===== src/design/keyframe_position_interpolator_macros.svh =====
// Assertion macros shared by the interpolator RTL.
`ifndef KEYFRAME_POSITION_INTERPOLATOR_MACROS_SVH
`define KEYFRAME_POSITION_INTERPOLATOR_MACROS_SVH

// Same-cycle implication, checked on i_clk outside reset.
`define KPI_ASSERT_NOW(label, ante, cons) \
    label: assert property (@(posedge i_clk) disable iff (!i_rst_n) (ante) |-> (cons)) \
        else $error("kpi: check failed");

// Next-cycle implication, checked on i_clk outside reset.
`define KPI_ASSERT_NEXT(label, ante, cons) \
    label: assert property (@(posedge i_clk) disable iff (!i_rst_n) (ante) |=> (cons)) \
        else $error("kpi: check failed");

`endif


===== src/design/kpi_ram.sv =====
module kpi_ram #(
    parameter int WIDTH = 8,
    parameter int DEPTH = 64
) (
    input  logic                     i_clk,
    input  logic                     i_we,
    input  logic [$clog2(DEPTH)-1:0] i_waddr,
    input  logic [WIDTH-1:0]         i_wdata,
    input  logic [$clog2(DEPTH)-1:0] i_raddr,
    output logic [WIDTH-1:0]         o_rdata
);

    logic [WIDTH-1:0] r_mem [DEPTH];
    logic [WIDTH-1:0] r_rdata;

    always_ff @(posedge i_clk) begin
        if (i_we) begin
            r_mem[i_waddr] <= i_wdata;
        end
        r_rdata <= r_mem[i_raddr];
    end

    assign o_rdata = r_rdata;

endmodule


===== config.mk =====
export PLATFORM = sky130hd
export DESIGN_NAME = kpi_ram
export DESIGN_NICKNAME = d
export VERILOG_FILES = /design/src/design/keyframe_position_interpolator_macros.svh /design/src/design/kpi_ram.sv
export SDC_FILE = /design/constraint.sdc
export NUM_CORES = 1
export LEC_CHECK = 0
export ABC_AREA = 1
export BUFFER_PORTS_ARGS = -buffer_cell sky130_fd_sc_hd__buf_2
export CORE_MARGIN = 2
export CORE_UTILIZATION = 50
export DETAILED_ROUTE_END_ITERATION = 12
export PLACE_DENSITY = 0.77
export SYNTH_ARGS = -nofsm -noshare
export SYNTH_HDL_FRONTEND = slang
export SYNTH_SLANG_ARGS = --single-unit

===== constraint.sdc =====
create_clock -name i_clk -period 2.9 [get_ports i_clk]
set_clock_uncertainty 0.2 [all_clocks]
set_input_delay 0.29 -clock i_clk [delete_from_list [all_inputs] [get_ports i_clk]]
set_output_delay 0.29 -clock i_clk [all_outputs]
set_load 0.02 [all_outputs]

==> results.md <==
* PD cells at 661 nW/um^2
* I/O pin count at 30
* Initial antenna violation count at 5
* Clk root buf: clkbuf_16
* Period minus WS final at 1.86 ns
* Core Rows at 75
* Die H at 211 microns
* Number of max-slew violations in the final report at 0
* Final setup violation count at 0
* Worst-margin pin slew at 0.895 ns
* Seq/Total Area, Yosys at 0.728
* Max Cap Violations at 0
* Drt first-iter violations at 1,958
* Post-DR vias/cell at 5.86
* CTS Sinks at 520
* Mapped cell area at 21,300 sq um
* Cell variety after synth at 16
* GRT Residual Overflow at 0
* Crit Path Max Fanout at 9
* CTS Buf Count at 50
* Hold Crit Class: input port to flop
* CTS max path bufs at 3
* Area Overhead vs Synth at 10.6%
* Setup WS pre-CTS at 0.488 ns
* Setup ws final at 1.04 ns
* Critical-path cell list: buf_2 > nand4_1 > nor2_1
* Final Util at 0.562
* Global-route wire length before repair at 78.4 mm
* Slew Limit Headroom at 0.403
* All-Layer GR Usage at 0.232
* RSZ-0062 raised after global routing: false
* Final Non-Filler Cells at 2,425
* CP delay by family, top: simple AND/OR/NAND/NOR gates
* FMAX at 539 MHz
* Buf+Inv Stages, Crit Path at 1
* Clock Latency Late Sink at 0.58 ns
* Clock transition at path regs at 0.06 ns
* Synth warnings at 0
* GPL Wtd Cong at 0.857
* Post-route DRC violation count at 0
* Worst Path Required at 2.90 ns
* Die W at 211 microns
* Router iterations before antenna repair at 7
* Antenna Nets Post-Route at 0
* Final net count at 1,866
* Post-CTS sizing at 0
* Initial Utilization at 0.508
* R2r setup slk at 1.29 ns
* Setup TNS at 0 ns
* Share of layout cells above drive strength 1 at 0.0882
* Vias in the first global route at 13.8k
* Status: finished clean
* Worst stage delay on the critical path at 0.86 ns
* Die ar. at 44,300 sq um
* Core area at 42,000 sq um
* Fin Hold WS at 0.0234 ns
* CP Class: input port to flop
* Peak supply drop at 0.000396 V
* Crit-path slowest cell: nor2_1
* CTS tree: built
* CP Launch Type: input port
* Post-synthesis area per instance at 11.8 sq um
* H-tree lvl count at 2
* Final hold violation count at 0
* Flops & latches, synth at 520
* DR vias at 14.2k
* Cell count after placement at 2,330
* Post-synthesis net count at 1,827
* Port Buf Inserts at 29
* Crit path arrival time at 1.86 ns
* Period Utilization, post-route at 0.640
* Leakage at 8.54 nW
* Worst Setup End Kind: flop
* WL final at 51.0 mm
* Mapped Cells at 1,805
* Routed len/inst at 21.0 microns
* Dpl hpwl at 29.1 mm
* Largest net degree at the start of global routing at 130
-- Yosys cell counts --
master | count | area [sq um]
buf_6 | 35 | 394
buf_2 | 37 | 185
buf_8 | 2 | 30.0
nand4_1 | 9 | 56.3
edfxtp_1 | 512 | 15400
nand2_1 | 648 | 2430
buf_4 | 14 | 105
nand3_1 | 439 | 2200
inv_1 | 10 | 37.5
nor4_1 | 8 | 50.1
nor2_1 | 56 | 210
inv_2 | 1 | 3.75
clkbuf_1 | 15 | 56.3
buf_1 | 10 | 37.5
dfxtp_1 | 8 | 160
inv_6 | 1 | 8.76
-- power by group --
group          switching, mW  leakage, nW  internal, mW
Sequential            0.0257         4.67          8.32
Combinational          0.728         3.10         0.253
Clock                   2.65        0.764          3.62
Total                   3.40         8.54          12.2
-- cells by family (layout without fill, tap and decap cells) --
logic type,Yosys count,after routing,synth area share
flops,520,520,0.728
buf+inv,125,203,0.0402
simple gates,1160,1160,0.232
other cells,0,3,0
-- flip-flops by register name, indices dropped and copies added (netlist names) --
name     flops
o_rdata      8
r_mem      512
-- per-layer routing --
metal | vias to the layer above | track usage | wire length, microns
met2 | 853 | 0.368 | 23900
met1 | 6816 | 0.317 | 19900
met5 | - | 0 | 13
met3 | 114 | 0.0513 | 5790
li1 | 6425 | - | -
met4 | 2 | 0.0881 | 1510
-- layout make-up --
class | count | area (sq um)
multi-input cells | 1160 | 4950
well taps | 539 | 674
inverters | 12 | 52.6
fillers | 3272 | 18400
clock inverters | 24 | 208
clock buffers | 67 | 1360
repair buffers | 100 | 827
diodes | 3 | 7.51
flip-flops and latches | 520 | 15500
-- timing repair --
item | in CTS | in global routing
hold buffers | 1 | 0
hold endpoints to repair | 7 | 0
buffers inserted | 0 | 0
-- path summary, 6_finish.rpt --
kind,start,to,cells after the start
max reg2reg,r_mem[50][4],o_rdata[4],8
max,i_we,r_mem[7][3],3
min reg2reg,r_mem[6][2],o_rdata[2],8
min,i_wdata[4],r_mem[27][4],1
-- stage by stage --
step,power (mW),area (sq um)
floorplan,9.09,21300
global placement,9.43,22000
detailed placement,9.46,22000
CTS,15.6,23600
global route,16.0,23600
finish,15.6,23600
-- placed cells by master (no fill, tap or decap), drive strengths merged --
cell type and count:
dfxtp 8, clkbuf 67, inv 13, edfxtp 512, nand4 9, clkinv 19
buf 99, nand2 648, nor4 8, nand3 439, bufinv 4, nor2 56
diode 3, dlygate4sd3 1
(Power assumes the default switching activity.)
