**src/design/keyframe_position_interpolator_macros.svh**
```systemverilog
// Assertion macros shared by the interpolator RTL.
`ifndef KEYFRAME_POSITION_INTERPOLATOR_MACROS_SVH
`define KEYFRAME_POSITION_INTERPOLATOR_MACROS_SVH

// Same-cycle implication, checked on i_clk outside reset.
`define KPI_ASSERT_NOW(label, ante, cons) \
    label: assert property (@(posedge i_clk) disable iff (!i_rst_n) (ante) |-> (cons)) \
        else $error("kpi: check failed");

// Next-cycle implication, checked on i_clk outside reset.
`define KPI_ASSERT_NEXT(label, ante, cons) \
    label: assert property (@(posedge i_clk) disable iff (!i_rst_n) (ante) |=> (cons)) \
        else $error("kpi: check failed");

`endif

```
**src/design/kpi_lerp.sv**
```systemverilog
// Three-stage lerp: a + floor((b - a) * blend / 2^16), wrapped to 32 bits.
module kpi_lerp (
    input  logic               i_clk,
    input  logic               i_rst_n,
    input  logic               i_start,
    input  logic signed [31:0] i_a,
    input  logic signed [31:0] i_b,
    input  logic [16:0]        i_blend,
    output logic               o_done,
    output logic signed [31:0] o_res
);

    logic               r_v1;
    logic               r_v2;
    logic               r_v3;
    logic signed [31:0] r_a1;
    logic signed [31:0] r_a2;
    logic signed [32:0] r_diff;
    logic [16:0]        r_blend;
    logic signed [50:0] r_prod;
    logic signed [31:0] r_res;
    logic signed [17:0] blend_s;

    assign blend_s = $signed({1'b0, r_blend});

    always_ff @(posedge i_clk) begin
        if (!i_rst_n) begin
            r_v1 <= 1'b0;
            r_v2 <= 1'b0;
            r_v3 <= 1'b0;
        end else begin
            r_v1 <= i_start;
            r_v2 <= r_v1;
            r_v3 <= r_v2;
        end
    end

    always_ff @(posedge i_clk) begin
        r_a1    <= i_a;
        r_diff  <= $signed({i_b[31], i_b}) - $signed({i_a[31], i_a});
        r_blend <= i_blend;
        r_a2    <= r_a1;
        r_prod  <= r_diff * blend_s;
        // arithmetic shift of the product floors toward minus infinity
        r_res   <= r_a2 + $signed(r_prod[47:16]);
    end

    assign o_done = r_v3;
    assign o_res  = r_res;

endmodule

```
**config.mk**
```make
export PLATFORM = sky130hd
export DESIGN_NAME = kpi_lerp
export DESIGN_NICKNAME = d
export VERILOG_FILES = /design/src/design/keyframe_position_interpolator_macros.svh /design/src/design/kpi_lerp.sv
export SDC_FILE = /design/constraint.sdc
export NUM_CORES = 2
export LEC_CHECK = 0
export BUFFER_PORTS_ARGS = -buffer_cell sky130_fd_sc_hd__clkbuf_2
export CORE_MARGIN = 5
export CORE_UTILIZATION = 60
export CTS_CLUSTER_SIZE = 25
export DETAILED_ROUTE_END_ITERATION = 16
export MAX_ROUTING_LAYER = met4
export PLACE_DENSITY = 0.82
export SYNTH_ARGS = -nofsm -noshare
export SYNTH_HDL_FRONTEND = slang
export SYNTH_SLANG_ARGS = --single-unit
```
**constraint.sdc**
```tcl
create_clock -name i_clk -period 16.95 [get_ports i_clk]
set_input_delay 1.695 -clock i_clk [delete_from_list [all_inputs] [get_ports i_clk]]
set_output_delay 1.695 -clock i_clk [all_outputs]
set_load 0.1 [all_outputs]
```
==> metrics.txt <==
sequential fraction of the synthesis area 14.3%; most used flip-flop cell after synthesis dfxtp_1; CP dominant cell by count fa_1; total core area 41,800 um2; Yosys warnings 0; highest metal used met4; CP max FO 33; post-CTS sizing 0; std cell rows 75; WHS 0.324 ns; largest stage delay on the critical path 1.17 ns; # H-tree levels 4; final wirelength between 60,000 and 70,000 um; critical path required time 17.32 ns; proportion of layout cells with a drive suffix above 1 6.54%; worst-path cell chain and2_1, ha_1, inv_1, fa_1, fa_1, fa_1, fa_1, fa_1, inv_1, ha_1, nand4_1, a211oi_1, o21a_1, o21ai_0, o31ai_1, a21oi_1, xnor2_1; Fill cells approximately 3,300; TritonCTS Buffers 17; post-synthesis cell count 2,704; Final Cycle Share 41.1%; TNS Setup 0 ns; Clk Latency, worst-skew pair 0.49 ns; post-synth top area cell fa_1; Pins Over Slew Limit 0; Yosys top cell area share 40.9%; asr flop ratio synth 0%; Die X 215 um; M1 WL 23,900 um; pin count of the biggest net entering global routing 34; HP Class reg -> reg; met2 routed WL 29,900 um; FF+latch count, synth between 150 and 200; worst slew pin tran 1.28 ns; WL met3 5900 um; Startpoint Class register; initial antenna violation count 1; area of the multi-input gates ~19,000 um2; vias in the first global route 20,700; clock skew between 0.01 and 0.015 ns; Synth Area per Inst 9.34 um2; flop2flop setup slack between 9 and 10 ns; first-pass GRT wire length approximately 100,000 um; clock edge transition at the registers on the reported setup and hold paths 0.08 ns; Synth area leaders fa_1 41%, dfxtp_1 14%, inv_1 9.8%; most frequent cell after synthesis inv_1; Tot GR Track Use 28.9%; Setup crit end kind register; clk sink count roughly 180; CTS Root Cell clkbuf_16; area grow syn2layout 6.44%; vias per inst 5.59; placed inst area approximately 26,000 um2; Final Hold Vio Count 0; Seq. cell area 3620 um2; chip height 215 um; max cap viols 0; WS Path Type reg -> reg; Initial Utilization between 60% and 70%; DR vias 18,500; wire per inst 18.7 um; DRT Pass-1 Iters 6; Cell variety after synth 63; CP max stage cell dfxtp_1; HPWL after detailed placement 48,800 um; clk buf depth 2; Slew headroom 14.6%; most instantiated cells after synthesis 658 x inv_1, 516 x fa_1, 306 x and2_1; CTS tree built; status completed; EDFF count, synth 0; Data arrival, critical path 7.34 ns; die area 46,300 um2; ant diodes 0; residual DRC count 0; Placed Cells 3,288; Finished Cell Area between 20,000 and 30,000 um2; nets@finish 3,541; unrepaired setup endpoints after global routing false; hold buffers post-CTS 0; Fmax 144 MHz; gr ovfl total 0; Port Buf Inserts 116; I/O pin total roughly 120; GPL Wtd Cong 0.976; Non-Filler Instances 3,320; Detail Route Antenna Nets 0; min Tclk post-route 6.97 ns; # setup viols final 0; Synth Cell Area 25,300 um2; Iteration-0 DRC Markers 1,339; setup bufs post-CTS 0; Synthesized Nets 3,477
[per-stage QoR]
| step | util, % | worst slack, ns |
|---|---|---|
| detailed placement | 63.0 | 10.15 |
| global route | 64.4 | 9.74 |
| global placement | 63.0 | 10.26 |
| CTS | 64.4 | 10.12 |
| floorplan | - | 10.94 |
| finish | 64.4 | 9.98 |
[routing by layer]
metal	GRT usage, %	vias to the layer above
met4	11.0	0
li1	-	8128
met5	-	-
met3	7.12	214
met2	46.8	926
met1	35.4	9281
[path summary, 6_finish.rpt]
| path | startpoint | endpoint | cells after the start |
|---|---|---|---|
| worst max-delay path | r_blend[15] | r_prod[39] | 17 |
| worst min-delay path | r_a1[27] | r_a2[27] | 0 |
| worst max register to register | r_blend[15] | r_prod[39] | 17 |
| worst min register to register | r_a1[27] | r_a2[27] | 0 |
[state kept, by name, summed over array words and instances (netlist names)]
register	cells
o_res	32
r_prod	32
o_done	1
r_diff	33
r_a2	32
r_v2	1
r_v1	1
r_blend	17
r_a1	32
[cell usage in the layout, fill, tap and decap left out, types with 5 or more instances in the layout]
master and n:
a211oi_1 9, a21boi_0 5, a21o_1 40, a21oi_1 73, a31oi_1 6, and2_1 306, and3_1 7, buf_4 15
clkbuf_16 17, clkbuf_2 116, dfxtp_1 180, fa_1 516, ha_1 173, inv_1 658, inv_6 5, nand2_1 292
nand2b_1 14, nand3_1 20, nand4_1 6, nor2_1 54, nor2b_1 14, nor3_1 11, o211ai_1 6, o21a_1 17
o21ai_0 39, o21bai_1 9, xnor2_1 80, xor2_1 19
[area by class of cell]
| class | count | share of cell area (%) |
|---|---|---|
| Clock buffer | 17 | 1.58 |
| Clock inverter | 15 | 0.573 |
| Inverter | 658 | 9.19 |
| Multi-Input combinational cell | 1779 | 70.1 |
| Sequential cell | 181 | 13.5 |
| Tap cell | 539 | 2.51 |
| Timing Repair Buffer | 131 | 2.58 |
[worst max-delay path: cells and delay by family (launching register included)]
family | cells | cell delay, ns
adders and majority gates | 7 | 3.03
AOI/OAI and AO/OA | 5 | 1.85
DFF | 1 | 1.17
and+or+nand+nor | 2 | 0.44
xor gates and xnor gates | 1 | 0.17
buffers and inverters | 2 | 0.14
[cell families (layout without fill, tap and decap cells)]
group,Yosys count,in the layout,synth area share (%)
mux,1,1,0.0446
flops,181,181,14.3
compound gates,250,250,6.82
fa+ha+maj,689,689,49.5
xor+xnor,99,99,3.43
simple gates,740,740,14.8
buf+inv,744,821,11.1
Power is left out: the tool's default activity adds up to more than one toggle a clock period on the data nets, which glitch-free logic cannot reach.
