<file path="config.mk">
export PLATFORM = sky130hd
export DESIGN_NAME = kpi_div
export DESIGN_NICKNAME = d
export VERILOG_FILES = /design/src/design/keyframe_position_interpolator_macros.svh /design/src/design/kpi_pkg.sv /design/src/design/kpi_div.sv
export SDC_FILE = /design/constraint.sdc
export NUM_CORES = 1
export LEC_CHECK = 0
export BUFFER_PORTS_ARGS = -buffer_cell sky130_fd_sc_hd__buf_4
export CORE_MARGIN = 8
export CORE_UTILIZATION = 48
export DETAILED_ROUTE_END_ITERATION = 16
export PLACE_DENSITY_LB_ADDON = 0.12
export SLEW_MARGIN = 25
export SYNTH_ARGS = -nofsm -noshare
export SYNTH_HDL_FRONTEND = slang
export SYNTH_SLANG_ARGS = --single-unit
</file>
<file path="constraint.sdc">
create_clock -name i_clk -period 2.6 [get_ports i_clk]
set_input_delay 0.26 -clock i_clk [delete_from_list [all_inputs] [get_ports i_clk]]
set_output_delay 0.26 -clock i_clk [all_outputs]
set_load 0.03 [all_outputs]
</file>
<file path="src/design/keyframe_position_interpolator_macros.svh">
// Assertion macros shared by the interpolator RTL.
`ifndef KEYFRAME_POSITION_INTERPOLATOR_MACROS_SVH
`define KEYFRAME_POSITION_INTERPOLATOR_MACROS_SVH

// Same-cycle implication, checked on i_clk outside reset.
`define KPI_ASSERT_NOW(label, ante, cons) \
    label: assert property (@(posedge i_clk) disable iff (!i_rst_n) (ante) |-> (cons)) \
        else $error("kpi: check failed");

// Next-cycle implication, checked on i_clk outside reset.
`define KPI_ASSERT_NEXT(label, ante, cons) \
    label: assert property (@(posedge i_clk) disable iff (!i_rst_n) (ante) |=> (cons)) \
        else $error("kpi: check failed");

`endif

</file>
<file path="src/design/kpi_pkg.sv">
package kpi_pkg;

    localparam int unsigned BLEND_FRAC = 16;
    localparam logic [16:0] BLEND_ONE  = 17'h10000;
    localparam logic [16:0] BLEND_ZERO = 17'h00000;

    localparam logic FUNC_WRITE = 1'b0;
    localparam logic FUNC_QUERY = 1'b1;

    typedef struct packed {
        logic               func;
        logic [5:0]         key_index;
        logic [23:0]        key_time;
        logic signed [31:0] key_x;
        logic signed [31:0] key_y;
        logic signed [31:0] key_z;
        logic [23:0]        query_time;
    } t_in_item;

    typedef struct packed {
        logic signed [31:0] out_x;
        logic signed [31:0] out_y;
        logic signed [31:0] out_z;
        logic [5:0]         segment;
        logic [16:0]        blend;
    } t_out_item;

    // One keyframe as held in the table
    typedef struct packed {
        logic [23:0]        tstamp;
        logic signed [31:0] x;
        logic signed [31:0] y;
        logic signed [31:0] z;
    } t_key;

endpackage

</file>
<file path="src/design/kpi_div.sv">
// Restoring divider: quotient = floor(num * 2^BLEND_FRAC / den), num < den.
module kpi_div (
    input  logic        i_clk,
    input  logic        i_rst_n,
    input  logic        i_start,
    input  logic [23:0] i_num,
    input  logic [23:0] i_den,
    output logic        o_done,
    output logic [15:0] o_quo
);

    localparam int CW = $clog2(kpi_pkg::BLEND_FRAC + 1);

    logic          r_busy;
    logic          r_done;
    logic [CW-1:0] r_cnt;
    logic [23:0]   r_rem;
    logic [23:0]   r_den;
    logic [15:0]   r_quo;
    logic [24:0]   shifted;
    logic          ge;

    assign shifted = {r_rem, 1'b0};
    assign ge      = shifted >= {1'b0, r_den};

    always_ff @(posedge i_clk) begin
        if (!i_rst_n) begin
            r_busy <= 1'b0;
            r_done <= 1'b0;
            r_cnt  <= '0;
        end else begin
            r_done <= 1'b0;
            if (i_start) begin
                r_busy <= 1'b1;
                r_cnt  <= '0;
            end else if (r_busy) begin
                r_cnt <= r_cnt + 1'b1;
                if (r_cnt == CW'(kpi_pkg::BLEND_FRAC - 1)) begin
                    r_busy <= 1'b0;
                    r_done <= 1'b1;
                end
            end
        end
    end

    // Remainder stays below the divisor, so it always fits 24 bits
    always_ff @(posedge i_clk) begin
        if (i_start) begin
            r_rem <= i_num;
            r_den <= i_den;
            r_quo <= '0;
        end else if (r_busy) begin
            r_rem <= ge ? 24'(shifted - {1'b0, r_den}) : shifted[23:0];
            r_quo <= {r_quo[14:0], ge};
        end
    end

    assign o_done = r_done;
    assign o_quo  = r_quo;

endmodule

</file>
==> flow_summary.ini, run 1 <==
[synth]
synthTopCellsByArea = edfxtp_1, dfxtp_1, ha_1
synthArstFlopShare_pct = 0
synth_edf_count = 48
netlist.area_leader.share_pct = 36.0
ys_ff_latch = 71
yosysTopAreaCell = edfxtp_1
synthCells = 393
yosysWarnings = 0
synth_area_per_cell_sq_um = 10.2
synth_seq_area_share_pct = 47.5
synth_nets = 471
synth.cell_area_sq_mm = 0.00401
ys.flop_type = edfxtp_1
yosysUniqueCellTypes = 50

[floorplan]
die-width_microns = 107
fp.dieH_microns = 107
core_area_sq_mm = 0.00813
die_area_sq_mm = 0.0115
io_pins = 68
row_count = 33
start_util_pct = 49.2

[worst_setup_path]
slowest_stage = edfxtp_1
critical_path_buf_inv_count = 2
timing_worst_setup_path_type = reg -> reg
end_kind = flop
critical-path-max-stage-delay_ns = 0.43
crit_path_cell_trace = ha_2 -> or3_1 -> o31a_1 -> a221o_1 -> a211oi_4 -> buf_6 -> buf_4 -> o21ai_0 -> mux2_2
arrival_ns = 2.99
start_kind = flop
required_ns = 2.70
cpLargestDelayFamily = compound AO/OA/AOI/OAI gates
cp_max_fo = 5

[grt]
use_met1_pct = 19.2
grt_usage_pct = 16.8
grt_overflow_total = 0
gr-usage-met2_pct = 28.3
grt_pass1_wl_mm = 15.5
grt_max_degree = 37
grt_use_met3_pct = 5.75
grt_pass1_vias = 3429
antenna_found_initial = 0
grt_most_used_layer = met2

[placed_design]
place.gp.congestion = 0.902
io_buffer_count = 67
place_ws_ns = -0.315
dpl-instance-area_sq_mm = 0.00490
dp_hpwl_mm = 6.68

[timing]
worst_pin_slew_ns = 0.629
drv_slew = 0
fin_crit_ns = 2.88
slew_headroom_pct = 58.0
setup_viol = 24
skew_ns = 0.0160
hold_viol_final = 0
fin_ws_ns = -0.281
rsz0062_at_grt = true
fmaxAchievable_mhz = 347
finalCritPeriodShare_pct = 111

[finish]
area_delta_synth_final_pct = 34.9
antenna_cells = 0
fillers = 643
final_common_cell = buf_4
finalInstanceArea_sq_mm = 0.00540
layout.nets = 586
seqCellArea_sq_mm = 0.00190
multi_input_area_sq_mm = 0.00205
drive_gt1_share_pct = 32.7
final_cell_mix = buf_4, edfxtp_1, nor2_1

[power_and_ir_drop]
ir_worst_vdd_mv = 0.387
total_power_mw = 4.44
power.density_mw_per_mm2 = 822
power.leakage_nw = 2.38

[clocking]
cts_num_sinks = 71
tritoncts = built
h-tree-depth = 3
clk_latency_ns = 0.36
hold_buffers = 0
clock_path_buffers = 2
path_clk_slew_ns = 0.09
clockRootBuffer = clkbuf_8
cts_made_buffers = 9

[status]
violations = negative setup slack
outcome = complete, but fails checks

[flow_run]
cap_violations = 0

[routing]
drt-initial-drc-count = 111
vias = 3265
wl_mm = 9.59
drtAntennaViolNets = 0
firstDrtPassIters = 4
wire_per_inst_microns = 15.5
via_per_inst = 5.28
route.detailed.drc = 0

[hold_path]
hold_class = in -> reg
==> worst paths after layout <==
| kind | start | endpoint | slack [ns] | depth (start not counted) |
|---|---|---|---|---|
| max | r_rem[3] | r_rem[1] | -0.28 | 9 |
| min | i_den[1] | r_den[1] | 0.07 | 1 |
| max reg2reg | r_rem[3] | r_rem[1] | -0.28 | 9 |
| min reg2reg | r_cnt[4] | r_cnt[4] | 0.49 | 2 |
==> cell usage after synthesis, drive strengths merged (4+ instances only) <==
master	number
nor2	40
mux2i	19
o21ai	25
a211oi	11
a21boi	5
dfxtp	23
a21oi	22
nand2	28
a21o	9
edfxtp	48
xor2	11
inv	31
o21a	7
and3	5
nor4b	4
clkbuf	7
nor3	6
mux2	7
nand4	4
xnor2	7
nand2b	5
buf	8
ha	26
==> report_power, final <==
part	internal (mW)	switching (mW)	leakage (nW)
logic	1.03	0.955	1.60
clock network	0.529	0.448	0.116
registers	1.40	0.0852	0.660
==> cells by family (layout without fill, tap and decap cells) <==
family / Yosys count / after routing / share of synthesized area, %
AND/OR/NAND/NOR: 106 / 106 / 12.6
multiplexers: 26 / 26 / 6.72
AO/OA/AOI/OAI: 99 / 99 / 16.0
flip-flops: 71 / 71 / 47.5
buffers and inverters: 46 / 166 / 4.65
XOR/XNOR: 18 / 18 / 3.94
adder cells (fa/ha/maj): 27 / 27 / 8.62
==> state kept, by name (all words and copies together) (netlist names) <==
signal,flops
o_done,1
o_quo,16
r_busy,1
r_cnt,5
r_den,24
r_rem,24
==> stage by stage <==
stage | utilization [%] | TNS (ns) | std cells | hold slack, ns
global placement | 60.3 | -3.72 | 591 | 0.438
finish | 66.4 | -5.56 | 618 | 0.0693
CTS | 64.8 | -5.52 | 615 | 0.0490
global route | 66.4 | -8.02 | 618 | 0.0461
detailed placement | 60.3 | -5.79 | 591 | 0.439
floorplan | - | -3.88 | 393 | 0.359
==> layer usage <==
layer	share of wire, %	vias to the layer above
li1	-	1646
met1	44	1526
met2	48	76
met3	5.8	17
met4	2.0	0
met5	0	-
==> area by class of cell <==
type | count | share of cell area [%]
clock buffer | 13 | 3.75
clock inverter | 3 | 0.486
inverter | 31 | 2.15
multi-input combinational | 276 | 37.9
sequential | 71 | 35.2
tap | 105 | 2.43
timing repair buffer | 119 | 18.0
==> timing repair <==
action | CTS | global route
cloned | 0 | 1
gates resized for setup | 18 | 28
pin swaps | 7 | 6
endpoints found under the setup margin | 24 | 25
setup buffers | 8 | 4
Power figures use the tool's default switching activity.
==> run 2, diff against run 1 <==
SKIP_LAST_GASP = 1   (was not set)
==> run 2 against run 1 <==
The flow still finishes with violations (negative setup slack). Maximum frequency up 0.36%. First-iteration DRC count grew 22%. Sequential share of layout area is 0.15 points higher. Final cell count stayed put. Register-to-register slack about the same. Count of clock-buffer cells in the layout did not move. Critical endpoint is now r_rem[6]. Core utilization shrank 0.28 points. Sequential power is essentially flat. Worst setup slack better by 0.010 ns. Global-route usage barely moved. Clock skew is essentially flat. Non-clock buffer count unchanged.
==> flow_summary.ini, run 2 (same netlist as run 1, synthesis figures left out) <==
[finish]
multi_input_area_sq_mm = 0.00203
layout.nets = 586
drive_gt1_share_pct = 31.8
antenna_cells = 0
final_common_cell = buf_4
area_delta_synth_final_pct = 34.3
final_cell_mix = buf_4, edfxtp_1, nor2_1
fillers = 649
seqCellArea_sq_mm = 0.00190

[routing]
firstDrtPassIters = 4
drt-initial-drc-count = 135
drtAntennaViolNets = 0
wire_per_inst_microns = 15.5
wl_mm = 9.60
route.detailed.drc = 0
vias = 3266
via_per_inst = 5.28

[timing]
worst_pin_slew_ns = 0.634
fin_crit_ns = 2.87
fin_ws_ns = -0.271
fmaxAchievable_mhz = 348
finalCritPeriodShare_pct = 110
drv_slew = 0
setup_viol = 24
rsz0062_at_grt = true
hold-worst-slack_ns = 0.0691
hold_viol_final = 0
skew_ns = 0.0164
slew_headroom_pct = 57.7

[grt]
grt_overflow_total = 0
grt_pass1_wl_mm = 15.6
grt_usage_pct = 16.9
grt_pass1_vias = 3438
grt_max_degree = 37
antenna_found_initial = 0

[flow_run]
cap_violations = 0

[placed_design]
dp_hpwl_mm = 6.68
place.gp.congestion = 0.902
io_buffer_count = 67

[worst_setup_path]
timing_worst_setup_path_type = reg -> reg
end_kind = flop
crit_start = r_rem[3]
arrival_ns = 2.97
r2r-start = r_rem[3]
required_ns = 2.70
start_kind = flop
cp_max_fo = 9

[hold_path]
hold_class = in -> reg
worstHoldStart = i_den[1]

[clocking]
path_clk_slew_ns = 0.09
h-tree-depth = 3
hold_buffers = 0
clock_path_buffers = 2
cts_made_buffers = 9
tritoncts = built
clk_latency_ns = 0.36
clockRootBuffer = clkbuf_8
cts_num_sinks = 71

[status]
violations = negative setup slack
outcome = complete, but fails checks

[power_and_ir_drop]
ir_worst_vdd_mv = 0.386
power.leakage_nw = 2.38
power.density_mw_per_mm2 = 821
total_power_mw = 4.42

[floorplan]
die-width_microns = 107
row_count = 33
core_area_sq_mm = 0.00813
start_util_pct = 49.2
fp.dieH_microns = 107
die_area_sq_mm = 0.0115
io_pins = 68
## run 2: final timing paths
check,end,slack [ns],cells past startpoint
hold reg to reg,r_cnt[4],0.49,2
setup / recovery,r_rem[6],-0.27,9
setup reg to reg,r_rem[6],-0.27,9
hold / removal,r_den[1],0.07,1
## run 2: repair_timing
item                       CTS  global route
gates resized for setup     16            21
pin swaps                    6             6
cloned                       0             1
setup endpoints to repair   24            25
buffers inserted             8             4
## run 2: metal layers
layer / up-vias / GRT usage [%] / part of all wire (%)
li1: 1647 / - / -
met1: 1526 / 19.1 / 43
met2: 76 / 28.5 / 48
met3: 17 / 5.75 / 6.4
met4: 0 / 6.84 / 2.1
met5: - / 0 / 0
## run 2: final cells by class
type | count | area share (%)
multi-input cells | 276 | 37.7
inverters | 31 | 2.16
flip-flops and latches | 71 | 35.4
clock inverters | 3 | 0.488
repair buffers | 119 | 18.1
well taps | 105 | 2.44
clock buffers | 13 | 3.77
## run 2: power by group
| group | total, mW | switching, mW | internal, mW |
|---|---|---|---|
| sequential | 1.48 | 0.0836 | 1.40 |
| combinational | 1.96 | 0.943 | 1.02 |
| clock | 0.976 | 0.448 | 0.529 |
## run 2: metrics by stage
stage               utilization [%]  TNS (ns)  setup slack (ns)  std cells  instance area, sq um
floorplan                         -     -3.88            -0.216        393                  4020
global placement               60.3     -3.72            -0.208        591                  4900
detailed placement             60.3     -5.79            -0.315        591                  4900
CTS                            64.7     -5.53            -0.300        615                  5270
global route                   66.1     -8.11            -0.396        618                  5380
finish                         66.1     -5.33            -0.271        618                  5380
## run 2: worst max-delay path, cell delays in order, from the launching register on
cell and delay [ns]:
edfxtp_1 0.42, ha_2 0.21, or3_1 0.39, o31a_1 0.31, a221o_1 0.39, a211oi_4 0.28
buf_6 0.15, buf_12 0.12, o21ai_0 0.08, mux2_2 0.26
